### config.mk
export PLATFORM = sky130hd
export DESIGN_NAME = epoch_seconds_to_calendar_top
export DESIGN_NICKNAME = d
export VERILOG_FILES = /design/src/rtl/core/esc_pkg.sv /design/src/rtl/core/epoch_seconds_to_calendar_top.sv
export SDC_FILE = /design/constraint.sdc
export NUM_CORES = 1
export LEC_CHECK = 0
export BUFFER_PORTS_ARGS = -buffer_cell sky130_fd_sc_hd__buf_2
export CAP_MARGIN = 10
export CORE_MARGIN = 8
export CORE_UTILIZATION = 65
export CTS_CLUSTER_DIAMETER = 200
export DETAILED_ROUTE_END_ITERATION = 10
export PLACE_DENSITY = 0.95
export SYNTH_ARGS = -nofsm -noshare
export SYNTH_HDL_FRONTEND = slang
export SYNTH_SLANG_ARGS = --single-unit
### constraint.sdc
create_clock -name i_clk -period 18.1 [get_ports i_clk]
set_input_delay 2.715 -clock i_clk [delete_from_list [all_inputs] [get_ports i_clk]]
set_output_delay 2.715 -clock i_clk [all_outputs]
set_load 0.01 [all_outputs]
### src/rtl/core/esc_pkg.sv
package esc_pkg;

    // field widths
    localparam int SECS_W   = 32;
    localparam int YEAR_W   = 7;
    localparam int MONTH_W  = 4;
    localparam int DAY_W    = 5;
    localparam int HOUR_W   = 5;
    localparam int MINUTE_W = 6;
    localparam int SECOND_W = 6;

    // calendar constants
    localparam int EPOCH_YEAR         = 1970;
    localparam int SECONDS_PER_DAY    = 86400;
    localparam int SECONDS_PER_HOUR   = 3600;
    localparam int SECONDS_PER_MINUTE = 60;
    localparam int CENTURY            = 100;
    localparam int LEAP_FEB_DAYS      = 29;
    localparam int MONTHS             = 12;

    // subtract unit and working register widths
    localparam int OPND_W = 18;
    localparam int REM_W  = 17;
    localparam int LEN_W  = 9;
    localparam int DAYS_W = 16;

    // reciprocal multiplier widths
    localparam int DAY_PRE_SHIFT = 7;
    localparam int MUL_A_W       = SECS_W - DAY_PRE_SHIFT;
    localparam int MUL_B_W       = 26;
    localparam int MUL_P_W       = MUL_A_W + MUL_B_W;

    // days: (secs >> 7) * ceil(2^35 / 675) >> 35, as 86400 is 675 << 7
    localparam logic [MUL_B_W-1:0] DAY_RECIP = 26'd50903317;
    localparam int                 DAY_SHIFT = 35;

    // hour: (rem >> 4) * ceil(2^21 / 225) >> 21, as 3600 is 225 << 4
    localparam int                 HOUR_PRE_SHIFT = 4;
    localparam logic [MUL_B_W-1:0] HOUR_RECIP     = 26'd9321;
    localparam int                 HOUR_SHIFT     = 21;

    // minute: (rem >> 2) * ceil(2^14 / 15) >> 14, as 60 is 15 << 2
    localparam int                 MIN_PRE_SHIFT = 2;
    localparam logic [MUL_B_W-1:0] MIN_RECIP     = 26'd1093;
    localparam int                 MIN_SHIFT     = 14;

    // year of the epoch split into year in century and century modulo four
    localparam logic [YEAR_W-1:0] EPOCH_YIC  = YEAR_W'(EPOCH_YEAR % CENTURY);
    localparam logic [1:0]        EPOCH_CENT = 2'((EPOCH_YEAR / CENTURY) % 4);

    localparam logic [4:0] NORMAL_MONTH_LEN [MONTHS] = '{
        5'd31, 5'd28, 5'd31, 5'd30, 5'd31, 5'd30,
        5'd31, 5'd31, 5'd30, 5'd31, 5'd30, 5'd31
    };

    typedef enum logic [3:0] {
        S_IDLE,
        S_DAY,
        S_DAY_REM,
        S_HOUR,
        S_HOUR_REM,
        S_MIN,
        S_MIN_REM,
        S_YEAR,
        S_MONTH,
        S_DONE
    } t_state;

    // days in a month, month counted from one
    function automatic logic [LEN_W-1:0] esc_month_len(input logic [MONTH_W-1:0] month,
                                                       input logic leap);
        logic [MONTH_W-1:0] idx;
        idx = month - MONTH_W'(1);
        if (month == MONTH_W'(2) && leap) begin
            return LEN_W'(LEAP_FEB_DAYS);
        end
        return LEN_W'(NORMAL_MONTH_LEN[idx]);
    endfunction

endpackage

### src/rtl/core/epoch_seconds_to_calendar_top.sv
// Converts a 32-bit count of seconds since midnight 1 January of the epoch year
// into year modulo 100, month, day, hour, minute and second (Gregorian leap rules).
// A request is taken when start is high and busy is low; busy then stays high until
// the result strobe o_valid, which lasts one cycle in the last busy cycle and cannot
// be stalled, so the receiver must capture the fields in that cycle. The day count,
// hour and minute are each found by a reciprocal multiplier step and then a
// remainder step in an 18-bit subtract-and-compare unit fed by that multiplier;
// the unit then takes one step per year and one per month plus one step to find
// the end of each loop, and a last state carries the strobe. The next request is
// taken in the cycle after the strobe.
module epoch_seconds_to_calendar_top
    import esc_pkg::*;
(
    input  logic                i_clk,
    input  logic                i_rst_n,
    input  logic                start,
    output logic                busy,
    input  logic [SECS_W-1:0]   i_total_seconds,
    output logic                o_valid,
    output logic [YEAR_W-1:0]   o_year_in_century,
    output logic [MONTH_W-1:0]  o_month_number,
    output logic [DAY_W-1:0]    o_day_of_month,
    output logic [HOUR_W-1:0]   o_hour_of_day,
    output logic [MINUTE_W-1:0] o_minute_of_hour,
    output logic [SECOND_W-1:0] o_second_of_minute
);

    t_state               r_state, n_state;
    logic [REM_W-1:0]     r_rem, n_rem;
    logic [SECS_W-1:0]    r_quo, n_quo;
    logic [HOUR_W-1:0]    r_hour, n_hour;
    logic [MINUTE_W-1:0]  r_min, n_min;
    logic [YEAR_W-1:0]    r_yic, n_yic;
    logic [1:0]           r_cent, n_cent;
    logic [MONTH_W-1:0]   r_month, n_month;

    logic [MUL_A_W-1:0]   w_mul_a;
    logic [MUL_B_W-1:0]   w_mul_b;
    logic [MUL_P_W-1:0]   w_prod;
    logic [OPND_W-1:0]    w_op_a, w_op_b;
    logic [OPND_W:0]      w_diff;
    logic                 w_ge;
    logic                 w_leap;

    // leap year from year in century and century modulo four
    assign w_leap = (r_yic[1:0] == 2'b00) && ((r_yic != '0) || (r_cent == 2'b00));

    // reciprocal multiplier, operands picked by the sequencer
    always_comb begin
        w_mul_a = '0;
        w_mul_b = '0;
        case (r_state)
            S_DAY: begin
                w_mul_a = MUL_A_W'(r_quo >> DAY_PRE_SHIFT);
                w_mul_b = DAY_RECIP;
            end
            S_DAY_REM: begin
                w_mul_a = MUL_A_W'(r_quo[DAYS_W-1:0]);
                w_mul_b = MUL_B_W'(SECONDS_PER_DAY);
            end
            S_HOUR: begin
                w_mul_a = MUL_A_W'(r_rem >> HOUR_PRE_SHIFT);
                w_mul_b = HOUR_RECIP;
            end
            S_HOUR_REM: begin
                w_mul_a = MUL_A_W'(r_hour);
                w_mul_b = MUL_B_W'(SECONDS_PER_HOUR);
            end
            S_MIN: begin
                w_mul_a = MUL_A_W'(r_rem >> MIN_PRE_SHIFT);
                w_mul_b = MIN_RECIP;
            end
            S_MIN_REM: begin
                w_mul_a = MUL_A_W'(r_min);
                w_mul_b = MUL_B_W'(SECONDS_PER_MINUTE);
            end
            default: begin
                w_mul_a = '0;
                w_mul_b = '0;
            end
        endcase
    end

    assign w_prod = {{(MUL_P_W-MUL_A_W){1'b0}}, w_mul_a} *
                    {{(MUL_P_W-MUL_B_W){1'b0}}, w_mul_b};

    // shared subtract and compare unit, operands picked by the sequencer
    always_comb begin
        w_op_a = '0;
        w_op_b = '0;
        case (r_state)
            S_DAY_REM, S_HOUR_REM, S_MIN_REM: begin
                w_op_a = {1'b0, r_rem};
                w_op_b = w_prod[OPND_W-1:0];
            end
            S_YEAR: begin
                w_op_a = r_quo[OPND_W-1:0];
                w_op_b = w_leap ? OPND_W'(366) : OPND_W'(365);
            end
            S_MONTH: begin
                w_op_a = r_quo[OPND_W-1:0];
                w_op_b = OPND_W'(esc_month_len(r_month, w_leap));
            end
            default: begin
                w_op_a = '0;
                w_op_b = '0;
            end
        endcase
    end

    assign w_diff = {1'b0, w_op_a} - {1'b0, w_op_b};
    assign w_ge   = !w_diff[OPND_W];

    // next state
    always_comb begin
        n_state = r_state;
        case (r_state)
            S_IDLE: begin
                if (start) begin
                    n_state = S_DAY;
                end
            end
            S_DAY: begin
                n_state = S_DAY_REM;
            end
            S_DAY_REM: begin
                n_state = S_HOUR;
            end
            S_HOUR: begin
                n_state = S_HOUR_REM;
            end
            S_HOUR_REM: begin
                n_state = S_MIN;
            end
            S_MIN: begin
                n_state = S_MIN_REM;
            end
            S_MIN_REM: begin
                n_state = S_YEAR;
            end
            S_YEAR: begin
                if (!w_ge) begin
                    n_state = S_MONTH;
                end
            end
            S_MONTH: begin
                if (r_month == MONTH_W'(MONTHS) || !w_ge) begin
                    n_state = S_DONE;
                end
            end
            S_DONE: begin
                n_state = S_IDLE;
            end
            default: begin
                n_state = S_IDLE;
            end
        endcase
    end

    // datapath updates per step
    always_comb begin
        n_rem   = r_rem;
        n_quo   = r_quo;
        n_hour  = r_hour;
        n_min   = r_min;
        n_yic   = r_yic;
        n_cent  = r_cent;
        n_month = r_month;
        case (r_state)
            S_IDLE: begin
                if (start) begin
                    n_quo   = i_total_seconds;
                    n_month = MONTH_W'(1);
                    n_yic   = EPOCH_YIC;
                    n_cent  = EPOCH_CENT;
                end
            end
            S_DAY: begin
                // low bits of the seconds suffice, the remainder is below 2^17
                n_rem = r_quo[REM_W-1:0];
                n_quo = SECS_W'(w_prod[DAY_SHIFT +: DAYS_W]);
            end
            S_DAY_REM, S_HOUR_REM, S_MIN_REM: begin
                n_rem = w_diff[REM_W-1:0];
            end
            S_HOUR: begin
                n_hour = w_prod[HOUR_SHIFT +: HOUR_W];
            end
            S_MIN: begin
                n_min = w_prod[MIN_SHIFT +: MINUTE_W];
            end
            S_YEAR: begin
                if (w_ge) begin
                    n_quo = SECS_W'(w_diff[OPND_W-1:0]);
                    if (r_yic == YEAR_W'(CENTURY - 1)) begin
                        n_yic  = '0;
                        n_cent = r_cent + 2'd1;
                    end else begin
                        n_yic = r_yic + YEAR_W'(1);
                    end
                end
            end
            S_MONTH: begin
                if (r_month != MONTH_W'(MONTHS) && w_ge) begin
                    n_quo   = SECS_W'(w_diff[OPND_W-1:0]);
                    n_month = r_month + MONTH_W'(1);
                end
            end
            default: begin
                n_rem = r_rem;
            end
        endcase
    end

    // control register
    always_ff @(posedge i_clk) begin
        if (!i_rst_n) begin
            r_state <= S_IDLE;
        end else begin
            r_state <= n_state;
        end
    end

    // working registers
    always_ff @(posedge i_clk) begin
        r_rem   <= n_rem;
        r_quo   <= n_quo;
        r_hour  <= n_hour;
        r_min   <= n_min;
        r_yic   <= n_yic;
        r_cent  <= n_cent;
        r_month <= n_month;
    end

    // handshake and result ports
    assign busy               = (r_state != S_IDLE);
    assign o_valid            = (r_state == S_DONE);
    assign o_year_in_century  = r_yic;
    assign o_month_number     = r_month;
    assign o_day_of_month     = r_quo[DAY_W-1:0] + DAY_W'(1);
    assign o_hour_of_day      = r_hour;
    assign o_minute_of_hour   = r_min;
    assign o_second_of_minute = r_rem[SECOND_W-1:0];

endmodule

==> Word level (Yosys, flattened, before mapping) <==
Memories as Yosys holds them, arrays and structs flattened.
Cells that the tools add are included.
{ "classes": {"bitwise_logic": 1, "magnitude_cmp": 1, "multipliers": 1, "eq_ne": 19, "reduce_logical": 22, "add_sub_neg": 6, "muxes": 30} }
{ "op_table": {"columns": ["operator", "count"], "rows": [
  ["one-hot mux 26 bit (6 select lines)", 1],
  ["one-hot mux 25 bit (6 select lines)", 1],
  ["one-hot mux 32 bit (4 select lines)", 1],
  ["2-to-1 mux 32 bit", 3],
  ["one-hot mux 18 bit (3 select lines)", 1],
  ["multiplier 25 x 26 -> 51 bit", 1],
  ["one-hot mux 18 bit (2 select lines)", 1],
  ["one-hot mux 4 bit (9 select lines)", 1],
  ["one-hot mux 17 bit (2 select lines)", 1],
  ["2-to-1 mux 7 bit", 3],
  ["subtractor 18 x 18 -> 19 bit", 1],
  ["2-to-1 mux 9 bit", 2],
  ["equality test 4 x 3 -> 1 bit (second input constant)", 4],
  ["2-to-1 mux 4 bit", 4],
  ["one-hot mux 7 bit (2 select lines)", 1],
  ["equality test 4 x 2 -> 1 bit (second input constant)", 3],
  ["equality test 4 bit (second input constant)", 3],
  ["!= test 2 bit (second input constant)", 6],
  ["2-to-1 mux 5 bit", 2],
  ["AND reduction 3 bit", 3],
  ["2-to-1 mux 2 bit", 4],
  ["one-hot mux 4 bit (2 select lines)", 1],
  ["AND reduction 4 bit", 2],
  ["nonzero test 4 bit", 2],
  ["21 further kinds", 28]
]} }
{ "word_totals": {"inputBits": 35, "mem_bits_ro": 80, "wordCells": 89, "reg_bits": 77, "out_inout_bits": 35, "n_memories": 1} }
{ "mem_list": {"columns": ["memory", "words", "width", "read_ports", "rd_clocked_by_memory_dff", "write_ports", "line_no", "text"], "rows": [
  ["(no name shown)", 16, 5, 1, 0, 0, "esc_pkg.sv:77", "return LEN_W'(NORMAL_MONTH_LEN[idx]);"]
]} }

==> Logic depth before layout (Yosys ltp) <==
{ "logic_depth": {"word_depth": 13, "ltp_mapped": 39, "ltp_nobuf": 37} }

==> Worst setup path after synthesis <==
OpenSTA, ideal clock, no wires.
{ "synth_path": {"kind": "reg-to-reg", "from": "register r_state[1]", "to": "register r_quo[0] (enable)", "path_slack_ps": 8541, "n_path_buf": 2, "path_stages_with_launch": 34, "arrival_time_ps": 9127, "synth_period_minus_slack_ps": 9559, "cell_sequence": "dfxtp_1 -> clkbuf_1 -> or2_2 -> clkbuf_1 -> nor2_1 -> nand2_1 -> inv_1 -> nor2_1 -> nand2_1 -> a211oi_1 -> nor2_1 -> fa_1 -> inv_1 -> fa_1 -> fa_1 -> inv_1 -> ha_1 -> fa_1 -> fa_1 -> inv_1 -> fa_1 -> inv_1 -> ha_1 -> nand2_1 -> a2111o_1 -> and2_1 -> xnor2_1 -> nand2_1 -> ha_1 -> inv_1 -> o22ai_1 -> a21oi_1 -> a211o_1 -> a21oi_1"} }
{ "synth_between": {"elab_chain_len": 9} }
{ "synth_rtl": {"columns": ["item", "line_no", "text"], "rows": [
  ["start: declaration", "epoch_seconds_to_calendar_top.sv:28", "t_state r_state, n_state;"],
  ["start signal: assignment", "epoch_seconds_to_calendar_top.sv:220", "r_state <= n_state;"],
  ["equality test 4 x 3 -> 1 bit (tied with other cells)", "epoch_seconds_to_calendar_top.sv:52", "case (r_state)"],
  ["one-hot mux 25 bit (6 select lines) / one-hot mux 26 bit (6 select lines) (equally long branches)", "epoch_seconds_to_calendar_top.sv:52", null],
  ["multiplier 25 x 26 -> 51 bit *", "epoch_seconds_to_calendar_top.sv:84", "assign w_prod = {{(MUL_P_W-MUL_A_W){1'b0}}, w_mul_a} *"],
  ["via w_prod[15]", "epoch_seconds_to_calendar_top.sv:39", "logic [MUL_P_W-1:0] w_prod;"],
  ["one-hot mux 18 bit (3 select lines) *", "epoch_seconds_to_calendar_top.sv:91", "case (r_state)"],
  ["subtractor 18 x 18 -> 19 bit *", "epoch_seconds_to_calendar_top.sv:111", "assign w_diff = {1'b0, w_op_a} - {1'b0, w_op_b};"],
  ["zero test 1 bit", "epoch_seconds_to_calendar_top.sv:112", "assign w_ge = !w_diff[OPND_W];"],
  ["logical AND 1 bit", "epoch_seconds_to_calendar_top.sv:204", "if (r_month != MONTH_W'(MONTHS) && w_ge) begin"],
  ["!= test 2 bit (no source line)", null, null],
  ["AND reduction 4 bit (no source line) *", null, null],
  ["end signal: assignment", "epoch_seconds_to_calendar_top.sv:227", "r_quo <= n_quo;"],
  ["end: declaration", "epoch_seconds_to_calendar_top.sv:30", "logic [SECS_W-1:0] r_quo, n_quo;"]
]} }
The timed path passes the listed nets; every way through them passes the cells marked *.
A chain may end at the register's enable or synchronous reset.

==> Worst setup path after layout <==
{ "layout_path": {"from": "register r_state[3]", "to": "register r_quo[22] (enable)"} }
The elaborated chain is that of the path after synthesis.

==> results.tsv <==
metric	value	unit
clkTransAtPathRegs	60	ps
clk_latency	360	ps
die_w	194	um
grt_pass1_wl	96900	um
gp_congestion	1.06	
synthToLayoutAreaGrowth	6.60	%
cts_setup_buffers	0	
crit_buf_inv	7	
vias	16800	
wl	62100	um
avgSynthCellArea	9.28	um2
finalSetupViolations	0	
yosysWarningCount	0	
synth_compound_area_share	10.1	%
via_per_inst	6.13	
clockBufferDepth	2	
hold_path.class	reg -> reg	
fin_setup_tns	0	ps
synth_cell_types	75	
drc_errors	0	
synth_top_family_by_area	adder cells	
h-tree-depth	3	
tightestPinTransition	1130	ps
drv_cap	0	
cts_tree	yes	
grt_max_degree	45	
synth_edf_count	73	
fin_crit	10090	ps
antenna_found_initial	3	
worstSetupPathType	reg -> reg	
gr-total-overflow	0	
drtPass1Iterations	6	
synthMuxAreaShare	0.147	%
max_freq	99.1	MHz
die_h	194	um
place_hpwl	52200	um
end_kind	flip-flop	
slowest_delay	910	ps
grt_usage	33.2	%
synth_flop_cell	edfxtp_1	
initial_core_util	65.4	%
critPathRequiredTime	18060	ps
drive_gt1_share	5.23	%
numCtsBuffers	9	
worstPathMaxFanout	35	
synth-seq-area-share	11.1	%
ant_nets	0	
clock-skew-final	13.5	ps
drtIter0Drc	1750	
hold_buffers	0	
num_rows	65	
synth_xor_area_share	2.48	%
drv_slew	0	
crit_family	adder cells	
reg2reg_setup_slack	8010	ps
portBuffers	69	
yosys.area_share.simple	10.3	%
slowest_stage	a21oi_4	
synth-adder-area-share	53.7	%
max_slew_margin	24.5	%
rsz0062_at_grt	false	
ys_seq_elements	77	
root_buffer	clkbuf_16	
synth_area	0.0205	mm2
cts_sinks	77	
grt_pass1_vias	18200	
num_io_pins	70	
wl_per_cell	22.7	um
hold_viol_final	0	
cts-resized-gates	0	
cp.arrival	10060	ps
layout.nets	3015	
die_area	0.0375	mm2
synth_cells	2208	
core-area	0.0313	mm2
synth-async-reset-ratio	0	%
outcome	finished, final reports clean	
setup.worst_path.start_class	flip-flop	
finalCritPeriodShare	55.7	%
-- cells by family (layout without fill, tap and decap cells) --
group	after synthesis	count (layout)
XOR/XNOR	58	58
AO/OA/AOI/OAI	305	305
flip-flops	77	77
adder cells (fa/ha/maj)	653	653
other	2	93
multiplexers	3	3
AND/OR/NAND/NOR	461	461
buffers and inverters	649	683
-- area by class of cell --
| type | count | area (um2) |
|---|---|---|
| Inverter | 583 | 2190 |
| Timing Repair Buffer | 84 | 458 |
| Fill cell | 2177 | 9480 |
| Sequential cell | 77 | 2270 |
| Tap cell | 402 | 503 |
| Clock inverter | 5 | 82.6 |
| Antenna cell | 1 | 2.50 |
| Clock buffer | 11 | 233 |
| Multi-Input combinational cell | 1572 | 16100 |
-- cells in the mapped netlist, types with 9 or more instances --
library cell	count	area [um2]
and3_1	47	294
o21bai_1	12	90.1
buf_2	11	55.1
and2_1	14	87.6
a21oi_1	91	455
o21ai_0	44	220
nand4_1	12	75.1
nor2_1	111	417
nand2b_1	10	62.6
xor2_1	25	219
edfxtp_1	73	2190
a21o_1	37	278
o21a_1	12	90.1
a31oi_1	9	56.3
fa_1	378	7570
inv_1	583	2190
nand2_1	182	683
clkbuf_1	48	180
nand3_1	28	140
a22o_1	17	149
xnor2_1	33	289
a22oi_1	19	143
ha_1	275	3440
nor3_1	21	105
-- metal layers --
layer / up-vias / track usage, % / wire [um]
met5: - / 0 / 27
met4: 4 / 18.6 / 4140
met3: 328 / 9.20 / 7570
met2: 1209 / 54.4 / 28900
met1: 8135 / 39.3 / 21400
li1: 7080 / - / -
-- final timing paths --
check                           from                      end  depth (start not counted)
max reg2reg  r_state[3]$_SDFFE_PN0P_      r_quo[22]$_DFFE_PP_                         32
max          r_state[3]$_SDFFE_PN0P_      r_quo[22]$_DFFE_PP_                         32
min reg2reg  r_cent[0]$_SDFFCE_PN1P_  r_cent[0]$_SDFFCE_PN1P_                          1
min          r_cent[0]$_SDFFCE_PN1P_  r_cent[0]$_SDFFCE_PN1P_                          1
-- flip-flops by register name, summed over array words and instances, names as in the netlist --
signal             flops
o_year_in_century      7
o_hour_of_day          5
r_cent                 2
o_minute_of_hour       6
r_rem                 17
r_quo                 32
o_month_number         4
r_state                4
-- layout by cell type (no fill, tap or decap), types with 3 or more instances in the layout --
| cell type | synthesis | final |
|---|---|---|
| inv_1 | 583 | 583 |
| fa_1 | 378 | 378 |
| ha_1 | 275 | 275 |
| nand2_1 | 182 | 182 |
| nor2_1 | 111 | 109 |
| conb_1 | 2 | 92 |
| a21oi_1 | 91 | 90 |
| edfxtp_1 | 73 | 73 |
| buf_2 | 11 | 69 |
| and3_1 | 47 | 47 |
| o21ai_0 | 44 | 44 |
| a21o_1 | 37 | 37 |
| xnor2_1 | 33 | 33 |
| nand3_1 | 28 | 28 |
| xor2_1 | 25 | 25 |
| nor3_1 | 21 | 19 |
| a22oi_1 | 19 | 19 |
| a22o_1 | 17 | 17 |
| buf_4 | 6 | 15 |
| and2_1 | 14 | 14 |
| o21a_1 | 12 | 12 |
| nand4_1 | 12 | 12 |
| o21bai_1 | 12 | 12 |
| nand2b_1 | 10 | 10 |
| a31oi_1 | 9 | 9 |
| clkbuf_16 | 0 | 9 |
| nor2b_1 | 8 | 8 |
| a211oi_1 | 8 | 8 |
| or2_2 | 7 | 7 |
| a211o_1 | 6 | 6 |
| or3_1 | 6 | 6 |
| o211ai_1 | 6 | 6 |
| o31ai_1 | 6 | 6 |
| o21ai_1 | 4 | 4 |
| dfxtp_1 | 4 | 4 |
| mux2i_1 | 3 | 3 |
-- stage by stage --
| stage | worst slack [ps] | area [um2] | utilization, % | hold slack [ps] | cells |
|---|---|---|---|---|---|
| finish | 8010 | 21800 | 69.7 | 562 | 2735 |
| detailed placement | 8190 | 21500 | 68.7 | 553 | 2718 |
| global placement | 8410 | 21500 | 68.7 | 538 | 2718 |
| global route | 7440 | 21800 | 69.7 | 607 | 2734 |
| CTS | 8120 | 21800 | 69.7 | 566 | 2734 |
| floorplan | 8540 | 20800 | - | 522 | 2298 |
Power is not shown: default switching activity piles up to over one toggle a cycle in this logic, so the estimate is an artifact.
